File: src/bhq_pkg.sv
`default_nettype none
// ----------------------------------------------------------------------------
// bhq_pkg
// Shared widths, capacity and status codes of the binary max-heap queue.
// ----------------------------------------------------------------------------
package bhq_pkg;

  localparam int unsigned KEY_W    = 8;
  localparam int unsigned CNT_W    = 7;
  localparam int unsigned ADDR_W   = 7;
  localparam int unsigned DEPTH    = 1 << ADDR_W;
  localparam int unsigned CAPACITY = 127;

  localparam logic [CNT_W-1:0] CAPACITY_CNT = CNT_W'(CAPACITY);

  typedef logic signed [KEY_W-1:0] key_t;

  typedef enum logic [1:0] {
    ST_INSERTED = 2'd0,
    ST_REMOVED  = 2'd1,
    ST_FULL     = 2'd2,
    ST_EMPTY    = 2'd3
  } status_t;

  typedef enum logic {
    CMD_INSERT = 1'b0,
    CMD_REMOVE = 1'b1
  } command_t;

endpackage
`default_nettype wire

File: src/binary_max_heap_queue_unit.sv
`default_nettype none
// ----------------------------------------------------------------------------
// binary_max_heap_queue_unit
// Max-heap priority queue of signed 8-bit keys held in an on-chip memory.
// ----------------------------------------------------------------------------
// One transaction is worked on at a time. An insert climbs the new key one
// level at a time until it reaches the root or stops below it; a remove moves
// the last key to the root and sinks it one level at a time until it reaches a
// leaf or stops above one. A rejected insert or a remove from an empty heap
// goes straight to the result. A full heap holds 127 keys. Each level is worked
// by a read, compare and write-back loop over the heap memory (two read ports,
// one write port, read data registered). Results wait in an output register; a
// new transaction is taken as soon as the previous result has moved into it. No
// clearing pass is needed after reset: only keys in slots up to the key count
// are ever used.
module binary_max_heap_queue_unit (
  input  wire                          clk,
  input  wire                          rst_n,
  input  wire                          in_valid,
  output logic                         in_ready,
  input  wire                          in_command,
  input  wire  signed [bhq_pkg::KEY_W-1:0] in_key_in,
  output logic                         out_valid,
  input  wire                          out_ready,
  output logic signed [bhq_pkg::KEY_W-1:0] out_key_out,
  output logic [1:0]                   out_status,
  output logic [bhq_pkg::CNT_W-1:0]    out_fill_count
);
  import bhq_pkg::*;

  typedef enum logic [2:0] {
    S_IDLE,
    S_UP_RD,
    S_UP_CMP,
    S_DN_LOAD,
    S_DN_RD,
    S_DN_CMP,
    S_FIN
  } state_t;

  // heap memory, slot 0 unused
  key_t heap_mem [DEPTH];

  state_t            state_r, state_nxt;
  logic [ADDR_W-1:0] pos_r, pos_nxt;
  key_t              key_r, key_nxt;
  logic [CNT_W-1:0]  count_r, count_nxt;
  key_t              res_key_r, res_key_nxt;
  status_t           res_status_r, res_status_nxt;
  logic              out_valid_r, out_valid_nxt;
  key_t              out_key_r, out_key_nxt;
  status_t           out_status_r, out_status_nxt;
  logic [CNT_W-1:0]  out_count_r, out_count_nxt;

  logic              rd_en;
  logic [ADDR_W-1:0] rd_addr_a, rd_addr_b;
  key_t              rd_a_r, rd_b_r;
  logic              wr_en;
  logic [ADDR_W-1:0] wr_addr;
  key_t              wr_data;

  logic              in_fire;
  logic [ADDR_W:0]   left_idx, right_idx, count_ext;
  logic              left_ok, right_ok, take_right;
  key_t              child_val;
  logic [ADDR_W-1:0] child_pos;

  assign in_ready       = (state_r == S_IDLE);
  assign in_fire        = in_valid && in_ready;
  assign out_valid      = out_valid_r;
  assign out_key_out    = out_key_r;
  assign out_status     = out_status_r;
  assign out_fill_count = out_count_r;

  assign left_idx   = {pos_r, 1'b0};
  assign right_idx  = {pos_r, 1'b1};
  assign count_ext  = {1'b0, count_r};
  assign left_ok    = (left_idx <= count_ext);
  assign right_ok   = (right_idx <= count_ext);
  // ties go to the left child
  assign take_right = right_ok && (rd_b_r > rd_a_r);
  assign child_val  = take_right ? rd_b_r : rd_a_r;
  assign child_pos  = take_right ? right_idx[ADDR_W-1:0] : left_idx[ADDR_W-1:0];

  always_comb begin
    state_nxt      = state_r;
    pos_nxt        = pos_r;
    key_nxt        = key_r;
    count_nxt      = count_r;
    res_key_nxt    = res_key_r;
    res_status_nxt = res_status_r;
    out_valid_nxt  = out_valid_r;
    out_key_nxt    = out_key_r;
    out_status_nxt = out_status_r;
    out_count_nxt  = out_count_r;
    rd_en          = 1'b0;
    rd_addr_a      = left_idx[ADDR_W-1:0];
    rd_addr_b      = right_idx[ADDR_W-1:0];
    wr_en          = 1'b0;
    wr_addr        = pos_r;
    wr_data        = key_r;

    if (out_valid_r && out_ready) begin
      out_valid_nxt = 1'b0;
    end

    unique case (state_r)
      S_IDLE: begin
        if (in_fire) begin
          res_key_nxt = '0;
          if (command_t'(in_command) == CMD_INSERT) begin
            if (count_r >= CAPACITY_CNT) begin
              res_status_nxt = ST_FULL;
              state_nxt      = S_FIN;
            end else begin
              res_status_nxt = ST_INSERTED;
              key_nxt        = in_key_in;
              pos_nxt        = ADDR_W'(count_r + 1'b1);
              count_nxt      = count_r + 1'b1;
              state_nxt      = S_UP_RD;
            end
          end else begin
            if (count_r == '0) begin
              res_status_nxt = ST_EMPTY;
              state_nxt      = S_FIN;
            end else begin
              // fetch root and last key together
              res_status_nxt = ST_REMOVED;
              rd_en          = 1'b1;
              rd_addr_a      = ADDR_W'(1);
              rd_addr_b      = ADDR_W'(count_r);
              count_nxt      = count_r - 1'b1;
              state_nxt      = S_DN_LOAD;
            end
          end
        end
      end
      S_UP_RD: begin
        if (pos_r == ADDR_W'(1)) begin
          wr_en     = 1'b1;
          state_nxt = S_FIN;
        end else begin
          rd_en     = 1'b1;
          rd_addr_a = pos_r >> 1;
          state_nxt = S_UP_CMP;
        end
      end
      S_UP_CMP: begin
        wr_en = 1'b1;
        if (key_r > rd_a_r) begin
          wr_data   = rd_a_r;
          pos_nxt   = pos_r >> 1;
          state_nxt = S_UP_RD;
        end else begin
          state_nxt = S_FIN;
        end
      end
      S_DN_LOAD: begin
        res_key_nxt = rd_a_r;
        key_nxt     = rd_b_r;
        pos_nxt     = ADDR_W'(1);
        state_nxt   = S_DN_RD;
      end
      S_DN_RD: begin
        if (left_ok) begin
          rd_en     = 1'b1;
          state_nxt = S_DN_CMP;
        end else begin
          // no left child: write the key back, unless the heap became empty when the only key was removed
          wr_en     = (count_r != '0);
          state_nxt = S_FIN;
        end
      end
      S_DN_CMP: begin
        wr_en = 1'b1;
        if (key_r >= child_val) begin
          state_nxt = S_FIN;
        end else begin
          wr_data   = child_val;
          pos_nxt   = child_pos;
          state_nxt = S_DN_RD;
        end
      end
      S_FIN: begin
        if (!out_valid_r || out_ready) begin
          out_valid_nxt  = 1'b1;
          out_key_nxt    = res_key_r;
          out_status_nxt = res_status_r;
          out_count_nxt  = count_r;
          state_nxt      = S_IDLE;
        end
      end
      default: begin
        state_nxt = S_IDLE;
      end
    endcase
  end

  always_ff @(posedge clk) begin
    if (!rst_n) begin
      state_r     <= S_IDLE;
      count_r     <= '0;
      out_valid_r <= 1'b0;
    end else begin
      state_r     <= state_nxt;
      count_r     <= count_nxt;
      out_valid_r <= out_valid_nxt;
    end
    pos_r        <= pos_nxt;
    key_r        <= key_nxt;
    res_key_r    <= res_key_nxt;
    res_status_r <= res_status_nxt;
    out_key_r    <= out_key_nxt;
    out_status_r <= out_status_nxt;
    out_count_r  <= out_count_nxt;
  end

  always_ff @(posedge clk) begin
    if (wr_en) begin
      heap_mem[wr_addr] <= wr_data;
    end
  end

  always_ff @(posedge clk) begin
    if (rd_en) begin
      rd_a_r <= heap_mem[rd_addr_a];
      rd_b_r <= heap_mem[rd_addr_b];
    end
  end

endmodule
`default_nettype wire
File: config.mk
export PLATFORM = sky130hd
export DESIGN_NAME = binary_max_heap_queue_unit
export DESIGN_NICKNAME = d
export VERILOG_FILES = /design/src/bhq_pkg.sv /design/src/binary_max_heap_queue_unit.sv
export SDC_FILE = /design/constraint.sdc
export NUM_CORES = 2
export LEC_CHECK = 0
export BUFFER_PORTS_ARGS = -buffer_cell sky130_fd_sc_hd__buf_2
export CORE_MARGIN = 2
export CORE_UTILIZATION = 55
export DETAILED_ROUTE_END_ITERATION = 8
export MAX_ROUTING_LAYER = met4
export PLACE_DENSITY = 0.71
export RECOVER_POWER = 25
export REMOVE_ABC_BUFFERS = 1
export SYNTH_ARGS = -nofsm -noshare
export SYNTH_HDL_FRONTEND = slang
export SYNTH_SLANG_ARGS = --single-unit
File: constraint.sdc
create_clock -name clk -period 22.2 [get_ports clk]
set_clock_uncertainty 0.05 [all_clocks]
set_input_delay 2.22 -clock clk [delete_from_list [all_inputs] [get_ports clk]]
set_output_delay 2.22 -clock clk [all_outputs]
set_load 0.1 [all_outputs]
==> results.json <==
{
  "leakagePower_nw": 20.2,
  "power.density_nw_per_um2": 168,
  "endpoint": "rd_b_r[4]",
  "p_sw_share_pct": 46.9,
  "startpoint_type": "primary input",
  "clk_path_buf_depth": 3,
  "routed_wl_um": 198000,
  "crit_type": "primary input to flop",
  "grt-ovfl-total": 0,
  "gp_congestion": 1.09,
  "holdWs_ns": 0.371,
  "violations": "DRC, capacitance limit, slew limit",
  "final_common_cell": "edfxtp_1",
  "clock_latency_ns": 0.73,
  "synth_flop_cell": "edfxtp_1",
  "wl_met3_um": 34500,
  "path_clk_slew_ns": 0.06,
  "r2r_setup_slack_ns": 14.18,
  "cp-startpoint": "in_valid",
  "drt_iter0_drc": 8680,
  "setup_viol": 0,
  "dr_wl_met2_um": 81800,
  "synthesis.area_sq_um": 54600,
  "holdBufCountCts": 0,
  "worst_setup_path_end_kind": "flop",
  "max_slew_margin_pct": -59.3,
  "intPower_mw": 5.31,
  "m1WireLength_um": 67500,
  "final_antenna_net_count": 0,
  "initial_core_util_pct": 55.5,
  "pwr-share-clk_pct": 19.4,
  "drt_first_pass_iters": 9,
  "tns_ns": 0,
  "layout_common_cells": "1082 x edfxtp_1, 982 x nand2_1, 398 x nand3_1",
  "num_vias": 43735,
  "crit_fanout": 57,
  "seq_area_frac_synth_pct": 59.9,
  "yosys_warnings": 0,
  "post_cts_buffers": 0,
  "yosysUniqueCellTypes": 90,
  "postSynthCellCount": 4731,
  "syn-mean-instance-area_sq_um": 11.5,
  "timing.rr.start": "state_r[0]",
  "top_layer": "met4",
  "vias_per_cell": 7.26,
  "grt_usage_pct": 39.2,
  "post-route-min-period_ns": 8.75,
  "hold_path_class": "flop to flop",
  "cp_slowest_stage_delay_ns": 1.00,
  "hpwl_um": 128000,
  "nFillCells": 7666,
  "r2r_end": "rd_b_r[4]",
  "critPathSlowestCell": "a2111oi_0",
  "reg2reg_depth": 12,
  "path_cells": "clkbuf_1, or4b_1, clkinvlp_2, o211ai_1, buf_4, a21boi_4, buf_4, buf_4, mux2_2, a2111oi_0, nand4_1, nor4_1",
  "die_area_sq_um": 102000,
  "cts.sinks": 1093,
  "cts-buffers-inserted": 113,
  "pwr-share-seq_pct": 29.0,
  "tightest_slew_ns": 2.39,
  "cts_root_buf": "clkbuf_16",
  "drive_above_1_share_pct": 10.6,
  "rsz0062_at_grt": "no",
  "final_core_util_pct": 60.5,
  "slew_violations": 101,
  "max_freq_mhz": 114,
  "syn_to_final_growth_pct": 9.08,
  "p_comb_share_pct": 51.6,
  "die_width_um": 319,
  "port_buffers": 31,
  "core_area_sq_um": 98400,
  "run_status": "finished, violations left",
  "route.detailed.drc": 6,
  "cp.required_ns": 22.68,
  "post_cts_resized": 0,
  "htreeDepth": 3,
  "vdd_drop_max_v": 0.000139,
  "crit_top_cell": "buf_4",
  "hold_viol_final": 0,
  "net-switching-power_mw": 4.69,
  "ys_seq_elements": 1093,
  "synth_edf_count": 1082,
  "ios": 32,
  "wl_per_cell_um": 32.8,
  "die_h_um": 319,
  "num_rows": 115,
  "async_flop_share_pct": 0,
  "grt_pass1_wl_um": 282000,
  "period_share_pct": 39.4,
  "maxCapViolCount": 7,
  "grt_pass1_vias": 40155,
  "cts_tree": "built",
  "grt_max_degree": 193,
  "arrival_ns": 9.23,
  "finalNetCount": 4674,
  "antenna_found_initial": 16
}
## cells by family (layout without fill, tap and decap cells)
group                    after synthesis  after routing  synth area share (%)
AND/OR/NAND/NOR                     1828           1828                  14.6
flip-flops                          1093           1093                  59.9
AO/OA/AOI/OAI                        938            938                  12.5
buffers and inverters                464            453                  3.90
multiplexers                         364            364                  8.14
adder cells (fa/ha/maj)               33             33                 0.756
XOR/XNOR                              11             11                 0.176
other                                  0             16                     0
## per-stage QoR
step                      worst slack, ns  instance area [sq um]  cells  total power [mW]
after global routing                13.47                  59600   6022              10.1
after CTS                           14.61                  59600   6007              9.65
after detailed placement            13.90                  55900   5800              7.74
after global placement              13.89                  55900   5800              7.70
final                               13.45                  59600   6023              9.99
after floorplan                      6.90                  52900   4364              6.48
## synth_stat cells, types with 61 or more instances
| cell type | n | area, sq um |
|---|---|---|
| clkbuf_1 | 154 | 578 |
| edfxtp_1 | 1082 | 32500 |
| buf_2 | 148 | 741 |
| a21oi_1 | 171 | 856 |
| a211oi_1 | 61 | 458 |
| inv_1 | 95 | 357 |
| o22ai_1 | 76 | 475 |
| o211ai_1 | 184 | 1380 |
| mux2_2 | 82 | 923 |
| nand3_1 | 400 | 2000 |
| nand2_1 | 986 | 3700 |
| mux2i_1 | 226 | 2260 |
| nor2_1 | 220 | 826 |
## power by group through the flow
stage	clock network (mW)	registers, mW	logic, mW
after floorplan	0	3.04	3.44
after global placement	0	2.92	4.78
after detailed placement	0	2.92	4.82
after CTS	1.93	2.88	4.84
after global routing	2.01	2.90	5.19
final	1.94	2.90	5.16
## final cells by class
cell class	instances	area (sq um)	area share (%)
Tap cell	1287	1610	2.70
Clock inverter	63	617	1.04
Timing Repair Buffer	149	1010	1.69
Sequential cell	1093	32700	54.9
Inverter	97	365	0.613
Multi-Input combinational cell	3174	20100	33.8
Clock buffer	144	3120	5.24
Antenna cell	16	40.0	0.0672
## critical path: cells and delay by family
kind,cells,cell delay [ns]
AOI/OAI and AO/OA,3,2.07
and+or+nand+nor,3,1.88
muxes,1,0.43
buffers and inverters,5,2.54
## flip-flops by register name, indices dropped and copies added, names as in the netlist
signal and count:
out_fill_count 7, heap_mem 1024, count_r 7, out_valid 1, res_key_r 8, rd_b_r 8, out_status 2, res_status_r 2
pos_r 7, out_key_out 8, rd_a_r 8, state_r 3, key_r 8
## how the worst min path moves through the flow
stage | cells past startpoint | endpoint | slack, ns | start
finish | 0 | out_key_out[2] | 0.37 | res_key_r[2]
detailed placement | 0 | out_status[1] | 0.35 | res_status_r[1]
floorplan | 0 | out_key_out[0] | 0.35 | res_key_r[0]
CTS | 0 | out_key_out[2] | 0.37 | res_key_r[2]
global route | 0 | out_key_out[2] | 0.38 | res_key_r[2]
global placement | 0 | out_key_out[1] | 0.35 | res_key_r[1]
## per-layer routing
metal  vias to the layer above  GRT usage, %
met5                         -             -
met1                     20941          50.0
met2                      4090          53.4
met4                         0          22.0
met3                       777          15.2
li1                      17927             -
No activity file was read; power rests on OpenSTA's default activity.
